<file path="src/rtl/core/cfb_pkg.sv">
// Shared types and constants of the command frame builder.
// No dependencies; used by every module of the block.
package cfb_pkg;

    localparam int unsigned QUEUE_DEPTH = 4;

    localparam logic [7:0] MAX_LEN_RESET = 8'd59;
    localparam logic [7:0] SYNC_RESET    = 8'hA5;

    localparam int unsigned ADDR_W = 3;
    localparam logic [ADDR_W-1:0] ADDR_MAX_LEN = 3'd0;
    localparam logic [ADDR_W-1:0] ADDR_SYNC    = 3'd4;

    localparam logic OP_HEADER  = 1'b0;
    localparam logic OP_PAYLOAD = 1'b1;

    // what the back end must emit for one accepted item
    typedef enum logic [2:0] {
        K_REJECT,
        K_HDR,
        K_HDR_CLOSE,
        K_PAY,
        K_PAY_CLOSE
    } kind_t;

    typedef struct packed {
        kind_t      kind;
        logic [7:0] b0;
        logic [7:0] b1;
        logic [7:0] b2;
        logic [7:0] b3;
        logic [7:0] csum;
    } job_t;

endpackage

</file>
<file path="src/rtl/core/command_frame_builder_top.sv">
// Top level of the command frame builder: config registers, front end, queue, back end.
// Depends on cfb_pkg, cfb_front, cfb_queue, cfb_back.
//
// Usage:
//   Input words are pushed with push while full is low. A header word (opcode 0)
//   gives command, chunk_index and payload_len; payload words (opcode 1) carry
//   payload_byte. Output words are taken with pop while empty is low; each
//   carries out_byte, frame_last (checksum word) and rejected (over-length header).
//   A header yields four words (five when payload_len is zero), a payload word one
//   (two for the last byte of a frame), a rejected header one word.
//   The first output word passes through the job queue, then the output register.
//   Throughput: one input word per cycle while full is low; one output word per cycle
//   while pop is high, from the back end draining a QUEUE_DEPTH-entry job queue.
//   When pop stays low the output register holds, the queue fills and full rises.
//   Reset clears frame state, queue and output; config returns to length 59 and
//   sync byte 0xA5. Users must write config through the APB port while idle (unenforced).
module command_frame_builder_top
#(
    parameter int unsigned QUEUE_DEPTH = cfb_pkg::QUEUE_DEPTH
)
(
    input  logic                        clk,
    input  logic                        rst_n,
    input  logic                        push,
    output logic                        full,
    input  logic                        opcode,
    input  logic [7:0]                  command,
    input  logic [7:0]                  chunk_index,
    input  logic [7:0]                  payload_len,
    input  logic [7:0]                  payload_byte,
    output logic                        empty,
    input  logic                        pop,
    output logic [7:0]                  out_byte,
    output logic                        frame_last,
    output logic                        rejected,
    input  logic                        psel,
    input  logic                        penable,
    input  logic                        pwrite,
    input  logic [cfb_pkg::ADDR_W-1:0]  paddr,
    input  logic [31:0]                 pwdata,
    output logic [31:0]                 prdata,
    output logic                        pready
);

    logic [7:0]    max_len_reg;
    logic [7:0]    sync_reg;
    logic          cfg_wr;
    logic          accept;
    logic          job_push;
    cfb_pkg::job_t front_job;
    logic          q_empty;
    logic          q_pop;
    cfb_pkg::job_t head_job;

    assign pready = 1'b1;
    assign cfg_wr = psel && penable && pwrite && pready;

    always_ff @(posedge clk or negedge rst_n)
    begin
        if (!rst_n)
        begin
            max_len_reg <= cfb_pkg::MAX_LEN_RESET;
            sync_reg    <= cfb_pkg::SYNC_RESET;
        end
        else if (cfg_wr)
        begin
            if (paddr == cfb_pkg::ADDR_MAX_LEN)
                max_len_reg <= pwdata[7:0];
            else if (paddr == cfb_pkg::ADDR_SYNC)
                sync_reg <= pwdata[7:0];
        end
    end

    always_comb
    begin
        prdata = 32'd0;
        if (paddr == cfb_pkg::ADDR_MAX_LEN)
            prdata = {24'd0, max_len_reg};
        else if (paddr == cfb_pkg::ADDR_SYNC)
            prdata = {24'd0, sync_reg};
    end

    assign accept = push && !full;

    cfb_front u_front
    (
        .clk             (clk),
        .rst_n           (rst_n),
        .accept          (accept),
        .opcode          (opcode),
        .command         (command),
        .chunk_index     (chunk_index),
        .payload_len     (payload_len),
        .payload_byte    (payload_byte),
        .max_payload_len (max_len_reg),
        .sync_byte       (sync_reg),
        .job_push        (job_push),
        .job             (front_job)
    );

    cfb_queue #(.DEPTH(QUEUE_DEPTH)) u_queue
    (
        .clk      (clk),
        .rst_n    (rst_n),
        .push     (job_push),
        .push_job (front_job),
        .pop      (q_pop),
        .full     (full),
        .empty    (q_empty),
        .head_job (head_job)
    );

    cfb_back u_back
    (
        .clk        (clk),
        .rst_n      (rst_n),
        .job_empty  (q_empty),
        .job        (head_job),
        .job_pop    (q_pop),
        .pop        (pop),
        .empty      (empty),
        .out_byte   (out_byte),
        .frame_last (frame_last),
        .rejected   (rejected)
    );

`ifndef NO_ASSERTIONS
    a_rej_word: assert property (@(posedge clk) disable iff (!rst_n)
        (!empty && rejected) |-> (!frame_last && out_byte == 8'd0))
        else $error("rejected word carries frame data");

    a_full_nonempty: assert property (@(posedge clk) disable iff (!rst_n)
        full |-> !q_empty)
        else $error("queue full while empty");

    a_pop_needs_job: assert property (@(posedge clk) disable iff (!rst_n)
        q_pop |=> !empty)
        else $error("job retired without output word");
`endif

endmodule

</file>
<file path="src/rtl/core/cfb_front.sv">
// Front end: accepts input words, tracks frame state, builds one job per item.
// Depends on cfb_pkg.
module cfb_front
(
    input  logic                clk,
    input  logic                rst_n,
    input  logic                accept,
    input  logic                opcode,
    input  logic [7:0]          command,
    input  logic [7:0]          chunk_index,
    input  logic [7:0]          payload_len,
    input  logic [7:0]          payload_byte,
    input  logic [7:0]          max_payload_len,
    input  logic [7:0]          sync_byte,
    output logic                job_push,
    output cfb_pkg::job_t       job
);

    logic       in_frame_reg, in_frame_next;
    logic [7:0] remaining_reg, remaining_next;
    logic [7:0] sum_reg, sum_next;
    logic [7:0] hdr_sum;
    logic [7:0] pay_sum;

    assign hdr_sum = sync_byte + command + chunk_index + payload_len;
    assign pay_sum = sum_reg + payload_byte;

    always_comb
    begin
        in_frame_next  = in_frame_reg;
        remaining_next = remaining_reg;
        sum_next       = sum_reg;
        job_push       = 1'b0;
        job.kind       = cfb_pkg::K_PAY;
        job.b0         = payload_byte;
        job.b1         = command;
        job.b2         = chunk_index;
        job.b3         = payload_len;
        job.csum       = 8'd0 - pay_sum;
        if (accept)
        begin
            if (opcode == cfb_pkg::OP_HEADER)
            begin
                job_push = 1'b1;
                job.b0   = sync_byte;
                job.csum = 8'd0 - hdr_sum;
                if (payload_len > max_payload_len)
                begin
                    job.kind = cfb_pkg::K_REJECT;
                end
                else
                begin
                    sum_next = hdr_sum;
                    if (payload_len == 8'd0)
                    begin
                        job.kind       = cfb_pkg::K_HDR_CLOSE;
                        in_frame_next  = 1'b0;
                        remaining_next = 8'd0;
                    end
                    else
                    begin
                        job.kind       = cfb_pkg::K_HDR;
                        in_frame_next  = 1'b1;
                        remaining_next = payload_len;
                    end
                end
            end
            else if (in_frame_reg)
            begin
                job_push = 1'b1;
                sum_next = pay_sum;
                if (remaining_reg == 8'd1)
                begin
                    job.kind       = cfb_pkg::K_PAY_CLOSE;
                    in_frame_next  = 1'b0;
                    remaining_next = 8'd0;
                end
                else
                begin
                    job.kind       = cfb_pkg::K_PAY;
                    remaining_next = remaining_reg - 8'd1;
                end
            end
        end
    end

    always_ff @(posedge clk or negedge rst_n)
    begin
        if (!rst_n)
        begin
            in_frame_reg  <= 1'b0;
            remaining_reg <= 8'd0;
            sum_reg       <= 8'd0;
        end
        else
        begin
            in_frame_reg  <= in_frame_next;
            remaining_reg <= remaining_next;
            sum_reg       <= sum_next;
        end
    end

endmodule

</file>
<file path="src/rtl/core/cfb_queue.sv">
// Short job queue between front and back ends, register based.
// Depends on cfb_pkg.
module cfb_queue
#(
    parameter int unsigned DEPTH = cfb_pkg::QUEUE_DEPTH
)
(
    input  logic                clk,
    input  logic                rst_n,
    input  logic                push,
    input  cfb_pkg::job_t       push_job,
    input  logic                pop,
    output logic                full,
    output logic                empty,
    output cfb_pkg::job_t       head_job
);

    localparam int unsigned PTR_W = (DEPTH > 1) ? $clog2(DEPTH) : 1;
    localparam int unsigned CNT_W = $clog2(DEPTH + 1);

    cfb_pkg::job_t    store_reg [DEPTH];
    logic [PTR_W-1:0] wr_ptr_reg, wr_ptr_next;
    logic [PTR_W-1:0] rd_ptr_reg, rd_ptr_next;
    logic [CNT_W-1:0] count_reg, count_next;
    logic             do_push, do_pop;

    assign full     = (count_reg == CNT_W'(DEPTH));
    assign empty    = (count_reg == '0);
    assign do_push  = push && !full;
    assign do_pop   = pop && !empty;
    assign head_job = store_reg[rd_ptr_reg];

    always_comb
    begin
        wr_ptr_next = wr_ptr_reg;
        rd_ptr_next = rd_ptr_reg;
        count_next  = count_reg;
        if (do_push)
            wr_ptr_next = (wr_ptr_reg == PTR_W'(DEPTH - 1)) ? '0 : wr_ptr_reg + PTR_W'(1);
        if (do_pop)
            rd_ptr_next = (rd_ptr_reg == PTR_W'(DEPTH - 1)) ? '0 : rd_ptr_reg + PTR_W'(1);
        if (do_push && !do_pop)
            count_next = count_reg + CNT_W'(1);
        else if (do_pop && !do_push)
            count_next = count_reg - CNT_W'(1);
    end

    always_ff @(posedge clk)
    begin
        if (do_push)
            store_reg[wr_ptr_reg] <= push_job;
    end

    always_ff @(posedge clk or negedge rst_n)
    begin
        if (!rst_n)
        begin
            wr_ptr_reg <= '0;
            rd_ptr_reg <= '0;
            count_reg  <= '0;
        end
        else
        begin
            wr_ptr_reg <= wr_ptr_next;
            rd_ptr_reg <= rd_ptr_next;
            count_reg  <= count_next;
        end
    end

endmodule

</file>
<file path="src/rtl/core/cfb_back.sv">
// Back end: expands jobs into output register words, one per cycle unless pop stalls.
// Depends on cfb_pkg.
module cfb_back
(
    input  logic                clk,
    input  logic                rst_n,
    input  logic                job_empty,
    input  cfb_pkg::job_t       job,
    output logic                job_pop,
    input  logic                pop,
    output logic                empty,
    output logic [7:0]          out_byte,
    output logic                frame_last,
    output logic                rejected
);

    logic       out_valid_reg, out_valid_next;
    logic [7:0] out_byte_reg;
    logic       last_reg;
    logic       rej_reg;
    logic [2:0] idx_reg, idx_next;
    logic [2:0] last_idx;
    logic [7:0] sel_byte;
    logic       sel_last;
    logic       sel_rej;
    logic       advance;
    logic       take;

    always_comb
    begin
        sel_byte = job.b0;
        sel_last = 1'b0;
        sel_rej  = 1'b0;
        last_idx = 3'd0;
        unique case (job.kind)
            cfb_pkg::K_REJECT:
            begin
                sel_byte = 8'd0;
                sel_rej  = 1'b1;
            end
            cfb_pkg::K_HDR, cfb_pkg::K_HDR_CLOSE:
            begin
                last_idx = (job.kind == cfb_pkg::K_HDR) ? 3'd3 : 3'd4;
                unique case (idx_reg)
                    3'd0:    sel_byte = job.b0;
                    3'd1:    sel_byte = job.b1;
                    3'd2:    sel_byte = job.b2;
                    3'd3:    sel_byte = job.b3;
                    default:
                    begin
                        sel_byte = job.csum;
                        sel_last = 1'b1;
                    end
                endcase
            end
            cfb_pkg::K_PAY:
            begin
                sel_byte = job.b0;
            end
            cfb_pkg::K_PAY_CLOSE:
            begin
                last_idx = 3'd1;
                if (idx_reg != 3'd0)
                begin
                    sel_byte = job.csum;
                    sel_last = 1'b1;
                end
            end
            default:
            begin
                sel_byte = 8'd0;
            end
        endcase
    end

    assign advance = !out_valid_reg || pop;
    assign take    = advance && !job_empty;
    assign job_pop = take && (idx_reg == last_idx);

    always_comb
    begin
        out_valid_next = out_valid_reg;
        idx_next       = idx_reg;
        if (take)
        begin
            out_valid_next = 1'b1;
            idx_next       = job_pop ? 3'd0 : idx_reg + 3'd1;
        end
        else if (pop)
        begin
            out_valid_next = 1'b0;
        end
    end

    always_ff @(posedge clk)
    begin
        if (take)
        begin
            out_byte_reg <= sel_byte;
            last_reg     <= sel_last;
            rej_reg      <= sel_rej;
        end
    end

    always_ff @(posedge clk or negedge rst_n)
    begin
        if (!rst_n)
        begin
            out_valid_reg <= 1'b0;
            idx_reg       <= 3'd0;
        end
        else
        begin
            out_valid_reg <= out_valid_next;
            idx_reg       <= idx_next;
        end
    end

    assign empty      = !out_valid_reg;
    assign out_byte   = out_byte_reg;
    assign frame_last = last_reg;
    assign rejected   = rej_reg;

endmodule
</file>
<file path="config.mk">
export PLATFORM = sky130hd
export DESIGN_NAME = command_frame_builder_top
export DESIGN_NICKNAME = d
export VERILOG_FILES = /design/src/rtl/core/cfb_pkg.sv /design/src/rtl/core/command_frame_builder_top.sv /design/src/rtl/core/cfb_front.sv /design/src/rtl/core/cfb_queue.sv /design/src/rtl/core/cfb_back.sv
export SDC_FILE = /design/constraint.sdc
export NUM_CORES = 1
export LEC_CHECK = 0
export BUFFER_PORTS_ARGS = -buffer_cell sky130_fd_sc_hd__clkbuf_2
export CAP_MARGIN = 20
export CORE_MARGIN = 2
export CORE_UTILIZATION = 53
export DETAILED_ROUTE_END_ITERATION = 8
export HOLD_SLACK_MARGIN = 0.02
export MAX_ROUTING_LAYER = met4
export PLACE_DENSITY = 0.73
export SKIP_LAST_GASP = 1
export SLEW_MARGIN = 20
export SYNTH_ARGS = -nofsm -noshare
export SYNTH_HDL_FRONTEND = slang
export SYNTH_SLANG_ARGS = --single-unit
export TNS_END_PERCENT = 100
</file>
<file path="constraint.sdc">
create_clock -name clk -period 4.2 [get_ports clk]
set_input_delay 0 -clock clk [delete_from_list [all_inputs] [get_ports clk]]
set_output_delay 0 -clock clk [all_outputs]
set_load 0.03 [all_outputs]
</file>
==> results.cfg, run 1 <==
[final_layout]
synthToLayoutAreaGrowth_pct = 15.6
largest_reg_flops = 172
finish.utilization_pct = 62.9
layout_commonest_cell = edfxtp_1
diodes = 0
fill_cells = 1511
fin_area_mm2 = 0.0128
drive_gt1_share_pct = 20.7
num-nets-final = 1042
final_cell_mix = edfxtp_1, clkbuf_2, inv_1

[timing]
setup_viol = 0
maxSlewViolCount = 0
skew_ns = 0.0114
max_freq_mhz = 277
hold_viol = 0
rsz0062_at_grt = no
fin_crit_sh_pct = 86.0
period_needed_ns = 3.61
relSlewSlack_pct = 41.9
tightest_slew_ns = 0.861
worst_slack_ns = 0.588
setup_tns_ns = 0

[global_routing]
grt_pass1_wl_um = 37300
grt_pass1_vias = 6845
grt_start_max_net_pins = 45
track_usage_pct = 22.8
antenna_found_initial = 0
grt_overflow = 0

[synth]
synth-main-ff-cell = edfxtp_1
ys_ff_latch = 226
async_flop_share_pct = 19.5
netlist_area_mm2 = 0.0111
ys_warn_count = 0
synth_edf_count = 182
yosysUniqueCellTypes = 57
syn_area_per_cell_um2 = 14.0
syn-instance-count = 793
ys_seq_area_share_pct = 59.3

[setup_path]
critPathKind = input pin to flip-flop
reg2reg_setup_slack_ns = 0.85
crit_path_max_fanout = 7
arrival_ns = 3.93
worst_r2r_path_depth = 11
crit_path_start_kind = input pin
worstPathRequired_ns = 4.51
cp-end-kind = flip-flop
regToRegStartpoint = sync_reg[2]
reg2reg_to = u_queue.store_reg[0][7]

[floorplan]
floorplan.rows = 52
die_w_um = 149
initial_core_util_pct = 54.5
die_area_mm2 = 0.0221
num_io_pins = 120
core_mm2 = 0.0204
fp.dieH_um = 149

[clock_tree]
clockRootBuffer = clkbuf_16
clk_pin_slew_ns = 0.06
cts_tree = built
ctsResizeCount = 0
cts.sinks = 226
cts.path.max_buffers = 3
cts-htree-levels = 1
numCtsBuffers = 25
clock_latency_ns = 0.53

[placed_design]
portBuffers = 70
place_area_mm2 = 0.0117
place.gp.congestion = 0.842
dp_hpwl_um = 16400
place_ws_ns = 0.601

[routing]
routedWlPerCell_um = 19.8
drt_iter0_drc = 443
vias = 6736
via_per_inst = 5.61
drc = 0
first_pass_iters = 5
ant_nets = 0
totalWireLength_um = 23800

[pwr]
p_leak_nw = 4.97
internal-power_mw = 5.62
power.switching_mw = 3.13
fin_total_pwr_mw = 8.75
p_clk_share_pct = 22.3
ir_drop_v = 0.000343
powerDensity_mw_per_mm2 = 683
power_frac_seq_pct = 39.1
combPwrFrac_pct = 38.7
swShare_pct = 35.7

[status]
status = completed

[min_path]
hold_depth = 2
hold_path_startpoint = opcode
hp-class = input pin to flip-flop
holdPathEnd = u_front.in_frame_reg

[run]
cap_violations = 0
-- power by group through the flow --
stage               sequential, mW  clock [mW]  combinational, mW
finish                        3.42        1.95               3.38
global route                  3.47        2.07               3.73
CTS                           3.42        1.98               3.40
detailed placement            3.46           0               3.34
global placement              3.43           0               3.28
floorplan                     3.46           0               2.49
-- worst max path at each step --
stage / from / endpoint / slack [ns]
after CTS: payload_len[1] / u_queue.store_reg[0][7] / 0.58
final: payload_len[1] / u_queue.store_reg[0][7] / 0.59
after floorplan: command[1] / u_queue.store_reg[0][7] / 1.28
after global placement: payload_len[1] / u_queue.store_reg[0][7] / 0.74
after detailed placement: payload_len[1] / u_queue.store_reg[0][7] / 0.60
after global routing: payload_len[1] / u_queue.store_reg[0][7] / 0.28
-- synth_stat cells (20+ instances only) --
| library cell | count | share of area [%] |
|---|---|---|
| dfrtp_1 | 35 | 7.9 |
| nor2_1 | 42 | 1.4 |
| mux4_2 | 29 | 5.9 |
| edfxtp_1 | 182 | 49 |
| mux2_2 | 27 | 2.7 |
| ha_1 | 37 | 4.2 |
| a21oi_1 | 33 | 1.5 |
| mux2i_1 | 44 | 4.0 |
| nand2_1 | 27 | 0.91 |
| o21ai_0 | 40 | 1.8 |
| buf_4 | 25 | 1.7 |
| xnor2_1 | 20 | 1.6 |
| inv_1 | 62 | 2.1 |
-- worst max-delay path, stage by stage --
cell and delay [ns]:
dlygate4sd3_1 0.52, clkbuf_2 0.26, inv_1 0.17, fa_1 0.55, fa_1 0.45, inv_1 0.08, ha_1 0.17, inv_1 0.05
fa_1 0.43, xor2_1 0.26, nand4_1 0.16, nor2_1 0.18, nor3b_1 0.26, xnor2_1 0.09, mux2i_1 0.29
-- cell type report --
type                            instances  area (µm²)  share of cell area [%]
Clock buffer                           28         637                    4.97
Clock inverter                         16        93.8                   0.732
Inverter                               63         236                    1.84
Multi-Input combinational cell        472        4040                    31.5
Sequential cell                       226        6580                    51.3
Tap cell                              270         338                    2.64
Timing Repair Buffer                  126         891                    6.95
-- repair_timing --
action | in CTS | in global routing
buffers inserted | 0 | 0
hold buffers | 43 | 0
hold endpoints to repair | 195 | 0
-- metal layers --
layer  GRT usage, %  share of wire [%]  wire, µm
met1           31.1                 43     10400
met2           37.2                 49     11500
met3           3.44                6.4      1510
met4           4.62                1.6       388
met5              -                  0         0
-- metrics by stage --
step / cells / hold slack, ns
6_report: 1201 / 0.0476
5_1_grt: 1201 / 0.0713
4_1_cts: 1201 / 0.0362
3_5_place_dp: 1114 / 0.128
3_3_place_gp: 1114 / 0.130
2_1_floorplan: 816 / -0.296
-- logic make-up after synthesis --
logic type                 after synthesis  synth area share [%]
AOI/OAI and AO/OA                      130                  7.33
xor gates and xnor gates                34                  2.69
adders and majority gates               53                  7.06
buffers and inverters                  118                  5.08
DFF                                    226                  59.3
muxes                                  102                  12.9
other                                    2                0.0677
and+or+nand+nor                        128                  5.58
Note: power is estimated with default switching activity, not from simulation.
==> run 2: changes to the inputs <==
==> constraint.sdc (replaced) <==
create_clock -name clk -period 4.2 [get_ports clk]
set_input_delay 0.42 -clock clk [delete_from_list [all_inputs] [get_ports clk]]
set_output_delay 0.42 -clock clk [all_outputs]
set_load 0.03 [all_outputs]
==> run 2 against run 1 <==
Against the previous run: critical path depth is 4 lower; first-iteration DRC count is 17% higher; sequential share of layout area is 1.3 points higher; register-to-register slack worse by 0.05 ns; global-route usage is 0.28 points lower; wire length is 1.7% lower; flip-flop and latch count stayed put; sequential power hardly changed; fmax is 6.1% higher; critical endpoint is now u_queue.count_reg[1]; largest cell class unchanged.
==> results.cfg, run 2 (synthesized netlist as in run 1, its figures left out) <==
[routing]
drt_iter0_drc = 518
routedWlPerCell_um = 20.1
drc = 0
first_pass_iters = 4
ant_nets = 0
totalWireLength_um = 23400
via_per_inst = 5.67
vias = 6580

[final_layout]
final_cell_mix = edfxtp_1, clkbuf_2, inv_1
fill_cells = 1550
drive_gt1_share_pct = 22.4
num-nets-final = 1001
stdcell_count = 1161
layout_commonest_cell = edfxtp_1
finish.utilization_pct = 61.4
diodes = 0
largest_reg_flops = 172
synthToLayoutAreaGrowth_pct = 12.8

[setup_path]
critPathKind = flip-flop to flip-flop
reg2reg_to = u_queue.count_reg[1]
arrival_ns = 3.80
reg2reg_setup_slack_ns = 0.80
cp-end-kind = flip-flop
crit_path_start_kind = flip-flop
worst_r2r_path_depth = 11
crit_start = u_queue.rd_ptr_reg[0]
crit_path_max_fanout = 26
regToRegStartpoint = u_queue.rd_ptr_reg[0]
worstPathRequired_ns = 4.59

[min_path]
hold_depth = 1
hold_path_startpoint = command[1]
hp-class = input pin to flip-flop
holdPathEnd = u_queue.store_reg[0][25]

[timing]
rsz0062_at_grt = no
setup_tns_ns = 0
tightest_slew_ns = 0.972
setup_viol = 0
fin_crit_sh_pct = 81.0
relSlewSlack_pct = 35.1
max_freq_mhz = 294
hold_viol = 0
maxSlewViolCount = 0
period_needed_ns = 3.40
hold_ws_ns = 0.151
skew_ns = 0.0128

[placed_design]
place.gp.congestion = 0.820
portBuffers = 70
dp_hpwl_um = 16200
dpl.cell_count = 1116

[clock_tree]
ctsResizeCount = 0
numCtsBuffers = 24
cts.path.max_buffers = 3
cts_tree = built
clockRootBuffer = clkbuf_16
post_cts_buffers = 0
cts.sinks = 226
cts-htree-levels = 1
clk_pin_slew_ns = 0.06
hold_buffers = 1
clock_latency_ns = 0.51

[pwr]
fin_total_pwr_mw = 8.97
ir_drop_v = 0.000332
p_leak_nw = 4.85
powerDensity_mw_per_mm2 = 717

[global_routing]
grt_pass1_vias = 6645
grt_start_max_net_pins = 45
antenna_found_initial = 0
grt_pass1_wl_um = 36900
grt_overflow = 0
track_usage_pct = 22.5

[floorplan]
num_io_pins = 120
die_area_mm2 = 0.0221
die_w_um = 149
fp.dieH_um = 149
initial_core_util_pct = 54.5
core_mm2 = 0.0204
floorplan.rows = 52

[run]
cap_violations = 0

[status]
status = completed
==> run 2: changes by cell type in the layout (fill, tap and decap cells not counted), sizes merged <==
cell	delta
buf	+2
bufinv	+3
clkbuf	+7
clkinv	-10
clkinvlp	+1
dlygate4sd3	-42
inv	-1
==> run 2: cell type report <==
type	instances	area [µm²]	area share (%)
sequential	226	6580	52.6
multi-input combinational	472	4040	32.3
clock buffer	35	713	5.70
timing repair buffer	86	473	3.78
tap	270	338	2.70
inverter	63	236	1.89
clock inverter	9	123	0.981
==> run 2: power breakdown <==
group          leakage [nW]  switching (mW)  internal [mW]  total [mW]
clock                 0.404           0.837           1.36        2.20
combinational          2.26            1.99           1.34        3.33
sequential             2.19           0.287           3.15        3.44
==> run 2: through the flow <==
stage | area (µm²) | setup WS, ns
2_1_floorplan | 11200 | 0.863
3_3_place_gp | 11700 | 0.408
3_5_place_dp | 11700 | 0.404
4_1_cts | 12500 | 0.782
5_1_grt | 12500 | 0.585
6_report | 12500 | 0.796
==> run 2: routing by layer <==
| metal | track usage [%] | routed length [µm] |
|---|---|---|
| met3 | 5.67 | 2050 |
| met5 | - | 0 |
| met4 | 3.95 | 281 |
| met2 | 35.8 | 11100 |
| met1 | 30.3 | 9980 |
==> run 2: how the worst max path moves through the flow <==
stage,cells after the start,end
after floorplan,13,u_queue.store_reg[0][7]
final,11,u_queue.count_reg[1]
after CTS,11,u_queue.count_reg[1]
after global routing,11,u_queue.count_reg[1]
after global placement,14,u_queue.store_reg[0][7]
after detailed placement,15,u_queue.store_reg[2][7]
==> run 2: worst max-delay path: stages (launching register included) <==
cell and delay [ns]:
dfrtp_4 0.73, mux4_2 0.69, nand2b_1 0.23, nor2_1 0.11
o21ai_1 0.07, a21oi_2 0.23, and2_4 0.22, inv_1 0.05
ha_1 0.21, inv_1 0.07, fa_1 0.41, mux2_2 0.27
